==> src/design/acct_pkg.sv <==
package acct_pkg;

	// Collider shape codes.
	localparam logic KIND_BOX    = 1'b0;
	localparam logic KIND_CIRCLE = 1'b1;

	// Control that travels with each word from the geometry stages to the distance stages.
	typedef struct packed {
		logic miss;      // strict box overlap failed
		logic box_pair;  // both colliders are boxes
	} ctl_t;

endpackage

==> src/design/acct_geom.sv <==
module acct_geom #(
	parameter int COORD_BITS = 24
) (
	input  logic                         clk,
	input  logic                         arst_n,
	input  logic                         in_valid,
	output logic                         in_stall,
	input  logic                         a_kind,
	input  logic signed [COORD_BITS-1:0] a_pos_x,
	input  logic signed [COORD_BITS-1:0] a_pos_y,
	input  logic        [COORD_BITS-2:0] a_size_x,
	input  logic        [COORD_BITS-2:0] a_size_y,
	input  logic                         b_kind,
	input  logic signed [COORD_BITS-1:0] b_pos_x,
	input  logic signed [COORD_BITS-1:0] b_pos_y,
	input  logic        [COORD_BITS-2:0] b_size_x,
	input  logic        [COORD_BITS-2:0] b_size_y,
	output logic                         out_valid,
	input  logic                         out_stall,
	output acct_pkg::ctl_t               ctl,
	output logic signed [COORD_BITS+1:0] p_x,
	output logic signed [COORD_BITS+1:0] p_y,
	output logic signed [COORD_BITS+1:0] q_x,
	output logic signed [COORD_BITS+1:0] q_y,
	output logic        [COORD_BITS-1:0] rad
);
	import acct_pkg::*;

	localparam int W  = COORD_BITS;
	localparam int DW = COORD_BITS + 2;

	// Pipeline occupancy and advance enables.
	logic v_s1, v_s2;
	logic adv1, adv2;

	assign adv2     = !v_s2 || !out_stall;
	assign adv1     = !v_s1 || adv2;
	assign in_stall = !adv1;

	// Stage 1 arithmetic: far edges, doubled centres and radius.
	logic signed [W:0]    a_end_x_c, a_end_y_c, b_end_x_c, b_end_y_c;
	logic signed [DW-1:0] a_cen_x_c, a_cen_y_c, b_cen_x_c, b_cen_y_c;
	logic        [W-1:0]  rad_c;

	assign a_end_x_c = $signed({a_pos_x[W-1], a_pos_x}) + $signed({2'b00, a_size_x});
	assign a_end_y_c = $signed({a_pos_y[W-1], a_pos_y}) + $signed({2'b00, a_size_y});
	assign b_end_x_c = $signed({b_pos_x[W-1], b_pos_x}) + $signed({2'b00, b_size_x});
	assign b_end_y_c = $signed({b_pos_y[W-1], b_pos_y}) + $signed({2'b00, b_size_y});

	assign a_cen_x_c = $signed({a_pos_x[W-1], a_pos_x, 1'b0}) + $signed({3'b000, a_size_x});
	assign a_cen_y_c = $signed({a_pos_y[W-1], a_pos_y, 1'b0}) + $signed({3'b000, a_size_y});
	assign b_cen_x_c = $signed({b_pos_x[W-1], b_pos_x, 1'b0}) + $signed({3'b000, b_size_x});
	assign b_cen_y_c = $signed({b_pos_y[W-1], b_pos_y, 1'b0}) + $signed({3'b000, b_size_y});

	// Two circles use the sum of their widths; otherwise the circle's width is the radius.
	always_comb begin
		if (a_kind == KIND_CIRCLE && b_kind == KIND_CIRCLE) begin
			rad_c = {1'b0, a_size_x} + {1'b0, b_size_x};
		end else if (a_kind == KIND_CIRCLE) begin
			rad_c = {1'b0, a_size_x};
		end else begin
			rad_c = {1'b0, b_size_x};
		end
	end

	// Stage 1 registers.
	logic                 a_kind_s1, b_kind_s1;
	logic signed [W-1:0]  a_x_s1, a_y_s1, b_x_s1, b_y_s1;
	logic signed [W:0]    a_end_x_s1, a_end_y_s1, b_end_x_s1, b_end_y_s1;
	logic signed [DW-1:0] a_cen_x_s1, a_cen_y_s1, b_cen_x_s1, b_cen_y_s1;
	logic        [W-1:0]  rad_s1;

	always_ff @(posedge clk or negedge arst_n) begin
		if (!arst_n) begin
			v_s1 <= 1'b0;
		end else if (adv1) begin
			v_s1 <= in_valid;
		end
	end

	always_ff @(posedge clk) begin
		if (adv1) begin
			a_kind_s1  <= a_kind;
			b_kind_s1  <= b_kind;
			a_x_s1     <= a_pos_x;
			a_y_s1     <= a_pos_y;
			b_x_s1     <= b_pos_x;
			b_y_s1     <= b_pos_y;
			a_end_x_s1 <= a_end_x_c;
			a_end_y_s1 <= a_end_y_c;
			b_end_x_s1 <= b_end_x_c;
			b_end_y_s1 <= b_end_y_c;
			a_cen_x_s1 <= a_cen_x_c;
			a_cen_y_s1 <= a_cen_y_c;
			b_cen_x_s1 <= b_cen_x_c;
			b_cen_y_s1 <= b_cen_y_c;
			rad_s1     <= rad_c;
		end
	end

	// Stage 2: strict broad phase and clamping of the circle centre onto the box.
	logic                 miss_c;
	logic                 box_is_a;
	logic signed [W-1:0]  box_x, box_y;
	logic signed [W:0]    box_end_x, box_end_y;
	logic signed [DW-1:0] lo_x, lo_y, hi_x, hi_y;
	logic signed [DW-1:0] cc_x, cc_y, cl_x, cl_y, px_c, py_c;

	assign miss_c = ($signed({a_x_s1[W-1], a_x_s1}) >= b_end_x_s1)
		|| (a_end_x_s1 <= $signed({b_x_s1[W-1], b_x_s1}))
		|| ($signed({a_y_s1[W-1], a_y_s1}) >= b_end_y_s1)
		|| (a_end_y_s1 <= $signed({b_y_s1[W-1], b_y_s1}));

	assign box_is_a  = (a_kind_s1 == KIND_BOX);
	assign box_x     = box_is_a ? a_x_s1 : b_x_s1;
	assign box_y     = box_is_a ? a_y_s1 : b_y_s1;
	assign box_end_x = box_is_a ? a_end_x_s1 : b_end_x_s1;
	assign box_end_y = box_is_a ? a_end_y_s1 : b_end_y_s1;
	assign lo_x      = $signed({box_x[W-1], box_x, 1'b0});
	assign lo_y      = $signed({box_y[W-1], box_y, 1'b0});
	assign hi_x      = $signed({box_end_x, 1'b0});
	assign hi_y      = $signed({box_end_y, 1'b0});

	// The second point is the second collider's centre when it is a circle, otherwise the first collider's centre.
	assign cc_x = (b_kind_s1 == KIND_CIRCLE) ? b_cen_x_s1 : a_cen_x_s1;
	assign cc_y = (b_kind_s1 == KIND_CIRCLE) ? b_cen_y_s1 : a_cen_y_s1;

	always_comb begin
		if (cc_x < lo_x) begin
			cl_x = lo_x;
		end else if (cc_x > hi_x) begin
			cl_x = hi_x;
		end else begin
			cl_x = cc_x;
		end
		if (cc_y < lo_y) begin
			cl_y = lo_y;
		end else if (cc_y > hi_y) begin
			cl_y = hi_y;
		end else begin
			cl_y = cc_y;
		end
	end

	// For two circles the first point is the first centre, otherwise the clamped point.
	assign px_c = (a_kind_s1 == KIND_CIRCLE && b_kind_s1 == KIND_CIRCLE) ? a_cen_x_s1 : cl_x;
	assign py_c = (a_kind_s1 == KIND_CIRCLE && b_kind_s1 == KIND_CIRCLE) ? a_cen_y_s1 : cl_y;

	// Stage 2 registers.
	ctl_t                 ctl_s2;
	logic signed [DW-1:0] px_s2, py_s2, qx_s2, qy_s2;
	logic        [W-1:0]  rad_s2;

	always_ff @(posedge clk or negedge arst_n) begin
		if (!arst_n) begin
			v_s2 <= 1'b0;
		end else if (adv2) begin
			v_s2 <= v_s1;
		end
	end

	always_ff @(posedge clk) begin
		if (adv2) begin
			ctl_s2.miss     <= miss_c;
			ctl_s2.box_pair <= (a_kind_s1 == KIND_BOX) && (b_kind_s1 == KIND_BOX);
			px_s2           <= px_c;
			py_s2           <= py_c;
			qx_s2           <= cc_x;
			qy_s2           <= cc_y;
			rad_s2          <= rad_s1;
		end
	end

	assign out_valid = v_s2;
	assign ctl       = ctl_s2;
	assign p_x       = px_s2;
	assign p_y       = py_s2;
	assign q_x       = qx_s2;
	assign q_y       = qy_s2;
	assign rad       = rad_s2;

endmodule

==> config.mk <==
export PLATFORM = sky130hd
export DESIGN_NAME = acct_geom
export DESIGN_NICKNAME = d
export VERILOG_FILES = /design/src/design/acct_pkg.sv /design/src/design/acct_geom.sv
export SDC_FILE = /design/constraint.sdc
export NUM_CORES = 2
export LEC_CHECK = 0
export BUFFER_PORTS_ARGS = -buffer_cell sky130_fd_sc_hd__buf_2
export CORE_ASPECT_RATIO = 0.7
export CORE_MARGIN = 3
export CORE_UTILIZATION = 42
export DETAILED_ROUTE_END_ITERATION = 7
export SLEW_MARGIN = 20
export SYNTH_ARGS = -nofsm -noshare
export SYNTH_HDL_FRONTEND = slang
export SYNTH_SLANG_ARGS = --single-unit
==> constraint.sdc <==
create_clock -name clk -period 16.5 [get_ports clk]
set_input_delay 0.825 -clock clk [delete_from_list [all_inputs] [get_ports clk]]
set_output_delay 0.825 -clock clk [all_outputs]
set_load 0.02 [all_outputs]
======== Word-level counts from Yosys, hierarchy flattened ========
Cells that the tools add are included.
cells by class
  $add $sub $neg .......................... 9
  order comparisons ....................... 8
  mux-type cells .......................... 14
  bitwise logic cells ..................... 2
  reduce and logical (&&, ||, !) cells .... 12
operator list
  cell                                                         count
  26-bit 2-to-1 mux                                            8
  25-bit by 24-bit adder with 26-bit output                    4
  24-bit by 24-bit adder with 25-bit output                    4
  24-bit 2-to-1 mux                                            3
  26-bit greater-than comparator                               2
  26-bit by 25-bit < comparator with 1-bit output              2
  24-bit by 25-bit >= comparator with 1-bit output             2
  25-bit by 24-bit less-or-equal comparator with 1-bit output  2
  25-bit 2-to-1 mux                                            2
  23-bit by 23-bit adder with 24-bit output                    1
  23-bit 2-to-1 mux                                            1
  1-bit logical OR                                             5
  1-bit logical NOT                                            4
  1-bit logical AND                                            3
  1-bit inverter                                               2
word-level totals
  bits in registers ....................... 458
  output and inout port bits .............. 132

======== Logic depth before layout (Yosys ltp) ========
  word-level depth ........................ 5
  gate-level depth with buffers ........... 17

======== Least setup slack after synthesis ========
OpenSTA, ideal clock, no wires.
  path type ............................... input to output
  start ................................... input port out_stall
  end ..................................... output port in_stall
  data arrival time ....................... 10645 ps
  slack ................................... 5030 ps
  stages .................................. 2
  cell sequence ........................... nand3_1 -> inv_1
between the ends
  longest elaborated chain between the ends .. 4
ends and longest elaborated chain
  what               RTL line         RTL
  start, declared    acct_geom.sv:19  input logic out_stall,
  1-bit logical NOT  acct_geom.sv:36  assign adv2 = !v_s2 || !out_stall;
  1-bit logical OR   acct_geom.sv:36
  1-bit logical OR   acct_geom.sv:37  assign adv1 = !v_s1 || adv2;
  1-bit logical NOT  acct_geom.sv:38  assign in_stall = !adv1;
  end, declared      acct_geom.sv:7   output logic in_stall,
No other way between the ends.

======== Worst setup path in the final report ========
  start ................................... register a_kind_s1
  end ..................................... register px_s2[1] (netlist: p_x[1]) (data pin)
between the ends
  longest elaborated chain between the ends .. 5
  elaborated cells on any way between the ends .. 8
  classes of those cells .................. order compare (2); mux (5); reduce/logical (1)
ends and longest elaborated chain
  what                            RTL line          RTL
  start, declared                 acct_geom.sv:67   logic a_kind_s1, b_kind_s1;
  start signal, assigned          acct_geom.sv:83   a_kind_s1 <= a_kind;
  25-bit 2-to-1 mux               acct_geom.sv:117  assign box_end_x = box_is_a ? a_end_x_s1 : b_end_x_s1;
  26-bit greater-than comparator  acct_geom.sv:131  end else if (cc_x > hi_x) begin
  26-bit 2-to-1 mux               acct_geom.sv:131
  26-bit 2-to-1 mux               acct_geom.sv:129  if (cc_x < lo_x) begin
  26-bit 2-to-1 mux *             acct_geom.sv:146  assign px_c = (a_kind_s1 == KIND_CIRCLE && b_kind_s1 == KIND_CIRCLE) ? a_cen_x_s1 : cl_x;
  named net px_c[1]               acct_geom.sv:107  logic signed [DW-1:0] cc_x, cc_y, cl_x, cl_y, px_c, py_c;
  end signal, assigned            acct_geom.sv:166  px_s2 <= px_c;
  end, declared                   acct_geom.sv:151  logic signed [DW-1:0] px_s2, py_s2, qx_s2, qy_s2;
The timed path passes the listed nets; every way through them passes the cells marked *.
A chain may end at the register's enable or synchronous reset.

==> impl_metrics.tcl <==
set metrics [dict create \
    crit_type "reg -> reg" \
    timing.final.setup_violations 0 \
    coreArea_mm2 0.0741 \
    vias 24600 \
    cts.clk_slew.worst_paths_ps 60 \
    worst_pin_slew_ps 1140 \
    fp.dieH_um 236 \
    period_needed_ps 6090 \
    critPathSlowestCell "edfxtp_1" \
    reg2reg_depth 14 \
    layout_common_cells "edfxtp_1 (456), ha_1 (401), buf_2 (325)" \
    crit_required_ps 16850 \
    drive_gt1_share_pct 17.6 \
    final_common_cell "edfxtp_1" \
    max_clock_freq_mhz 164 \
    critPathArrivalTime_ps 6440 \
    final_hold_viol_count 0 \
    leakagePower_nw 16.1 \
    pre_cts_ws_ps 10410 \
    cpLargestDelayFamily "buffers and inverters" \
    cts_tree "yes" \
    root_buffer "clkbuf_16" \
    final_cell_area_mm2 0.0363 \
    syn_nets 3500 \
    r2r_slack_ps 10410 \
    grt_pass1_vias 23500 \
    cts_inserted_buffers 50 \
    synth_async_sr_flop_share_pct 0.437 \
    grt_start_max_net_pins 75 \
    postCtsSetupRepairBufs 0 \
    ctsHoldBuffers 1 \
    num_rows 83 \
    grt_pass1_wl_um 152000 \
    path_max_fanout 49 \
    clock_skew_ps 43.4 \
    path_cells "buf_4 -> buf_4 -> mux2_2 -> inv_1 -> ha_1 -> nand4_1 -> or2_1 -> or3_1 -> o211ai_2 -> mux2i_4 -> buf_4 -> mux2_2 -> mux2i_1 -> a21oi_1" \
    regToRegStartpoint "a_kind_s1$_DFFE_PN_" \
    drtIter0Drc 2455 \
    period_share_pct 36.9 \
    dr.pass1.iters 6 \
    max_cap_viol_count 0 \
    max-slew-margin-rel_pct 24.0 \
    area_delta_synth_final_pct 14.1 \
    dp_hpwl_um 82500 \
    layout.nets 3842 \
    grt_setup_unrepaired "false" \
    clkSinkCount 458 \
    place_area_mm2 0.0346 \
    cp_num_buf_inv 4 \
    startpoint "a_kind_s1$_DFFE_PN_" \
    syn_avg_cell_area_um2 11.0 \
    yosys_most_used_dff "edfxtp_1" \
    finalPower_w 0.00442 \
    path_common_cell "buf_4" \
    ys_warn_count 0 \
    maxSlewViolCount 0 \
    min_path_type "in -> reg" \
    avgRoutedWirePerCell_um 24.5 \
    worst-path-stages 14 \
    grt_overflow 0 \
    endpoint_kind "flip-flop" \
    setup-tns-final_ps 0 \
    syn_area_mm2 0.0318 \
    critPathMaxStageDelay_ps 800 \
    irDropWorstVdd_v 0.0000740 \
    cp-start-kind "flip-flop" \
    fin_ws_ps 10410 \
    grt.total_usage_pct 25.5 \
    netlist_instances 2896 \
    crit_end "p_x[1]$_DFFE_PP_" \
    clockBufferDepth 3 \
    drcViolationCount 0 \
    ys_seq_elements 458 \
    vias_per_cell 5.76 \
    h-tree-depth 2 \
    dieArea_mm2 0.0791 \
    clk_latency_ps 630 \
    place_congestion 0.968 \
    yosysUniqueCellTypes 78 \
    ios 326 \
    port_buffers 325 \
    holdWs_ps 410 \
    status "finished clean" \
    synth_edf_count 456 \
    wl_um 104000 \
    start_util_pct 42.9 \
    antenna_left 0 \
    powerDensity_mw_per_mm2 122 \
    r2r_end "p_x[1]$_DFFE_PP_" \
    cts_resized 0 \
    die_x_um 335 \
    seq_area_frac_synth_pct 43.2 \
    antenna_found_initial 14 \
]
==> worst register-to-register path: cells and delay by family (launching register included) <==
| family | cells | cell delay, ps |
|---|---|---|
| buf+inv | 4 | 1830 |
| mux | 4 | 1610 |
| simple gates | 3 | 840 |
| flops | 1 | 800 |
| fa+ha+maj | 1 | 420 |
| compound gates | 2 | 330 |
==> layer usage <==
| metal | wire length (µm) | track usage (%) |
|---|---|---|
| met5 | 279 | 2.19 |
| met3 | 9590 | 6.37 |
| met1 | 50600 | 39.6 |
| met2 | 42200 | 35.4 |
| met4 | 1640 | 4.81 |
==> cell usage after synthesis, types with 5 or more instances <==
cell type | n | area (µm²)
nand2_1 | 100 | 375
o21ai_0 | 134 | 671
nor2_1 | 178 | 668
a211oi_1 | 27 | 203
and3_1 | 20 | 125
o21bai_1 | 22 | 165
xnor2_1 | 117 | 1020
nor2b_1 | 38 | 238
clkbuf_1 | 39 | 146
a21o_1 | 134 | 1010
or4_1 | 10 | 75.1
o211ai_1 | 13 | 97.6
ha_1 | 401 | 5020
or2_2 | 10 | 62.6
o31ai_1 | 10 | 75.1
a22oi_1 | 6 | 45.0
nand4_1 | 41 | 257
nor4_1 | 12 | 75.1
a21oi_1 | 243 | 1220
a211o_1 | 5 | 43.8
a2111oi_0 | 7 | 61.3
nor3_1 | 37 | 185
mux2_2 | 123 | 1390
a21boi_0 | 9 | 67.6
fa_1 | 9 | 180
a311oi_1 | 8 | 70.1
a41oi_1 | 5 | 43.8
or3_1 | 18 | 113
nand3_1 | 57 | 285
o211a_1 | 5 | 50.1
a31o_2 | 7 | 61.3
and2_1 | 9 | 56.3
mux2i_1 | 116 | 1160
o2111ai_1 | 6 | 52.6
nand2b_1 | 30 | 188
xor2_1 | 46 | 403
inv_1 | 236 | 886
o21a_1 | 36 | 270
buf_2 | 6 | 30.0
a31oi_1 | 16 | 100
a221oi_1 | 21 | 184
edfxtp_1 | 456 | 13700
==> registers in the layout, summed over array words and instances (netlist names) <==
| signal | count |
|---|---|
| a_end_y_s1 | 25 |
| rad_s1 | 24 |
| a_x_s1 | 24 |
| b_cen_y_s1 | 26 |
| out_valid | 1 |
| b_y_s1 | 24 |
| a_cen_y_s1 | 26 |
| ctl | 2 |
| b_end_x_s1 | 25 |
| a_cen_x_s1 | 26 |
| v_s1 | 1 |
| p_x | 26 |
| p_y | 26 |
| b_kind_s1 | 1 |
| b_cen_x_s1 | 26 |
| a_y_s1 | 24 |
| b_x_s1 | 24 |
| a_end_x_s1 | 25 |
| b_end_y_s1 | 25 |
| a_kind_s1 | 1 |
| q_x | 26 |
| rad | 24 |
| q_y | 26 |
==> where the power goes <==
group / leakage, nW / switching, W / internal [W] / total [W]
registers: 4.63 / 0.000141 / 0.00156 / 0.00170
clock network: 0.812 / 0.000504 / 0.000676 / 0.00118
logic: 10.7 / 0.000925 / 0.000616 / 0.00154
total: 16.1 / 0.00157 / 0.00285 / 0.00442
==> final cells by class <==
type | instances | area [µm²]
inverters | 238 | 893
repair buffers | 345 | 1780
multi-input cells | 2145 | 17000
fillers | 6767 | 37800
clock inverters | 35 | 378
clock buffers | 57 | 1300
diodes | 4 | 10.0
well taps | 977 | 1220
flip-flops and latches | 458 | 13700
==> per-stage QoR <==
stage | cells | utilization [%]
6_report | 4259 | 49.0
3_5_place_dp | 4162 | 46.7
2_1_floorplan | 2896 | -
4_1_cts | 4255 | 48.9
3_3_place_gp | 4162 | 46.7
5_1_grt | 4257 | 49.0
==> how the worst min path moves through the flow <==
stage,from,to,slack (ps),depth (start not counted)
2_1_floorplan,rad_s1[0]$_DFFE_PN_,rad[0]$_DFFE_PP_,400,0
3_3_place_gp,rad_s1[22]$_DFFE_PN_,rad[22]$_DFFE_PP_,400,0
3_5_place_dp,rad_s1[7]$_DFFE_PN_,rad[7]$_DFFE_PP_,410,0
4_1_cts,b_pos_x[2],b_x_s1[2]$_DFFE_PN_,360,1
5_1_grt,b_pos_x[2],b_x_s1[2]$_DFFE_PN_,390,1
6_report,b_pos_x[2],b_x_s1[2]$_DFFE_PN_,410,1
==> kinds of logic (layout without fill, tap and decap cells) <==
| family | Yosys count | count (layout) | synth area share (%) |
|---|---|---|---|
| other cells | 0 | 4 | 0 |
| compound gates | 755 | 755 | 15.3 |
| xor+xnor | 164 | 164 | 4.54 |
| mux | 240 | 240 | 8.08 |
| buf+inv | 293 | 675 | 3.60 |
| fa+ha+maj | 410 | 410 | 16.3 |
| flops | 458 | 458 | 43.2 |
| simple gates | 576 | 576 | 8.92 |
Power figures use the tool's default switching activity.
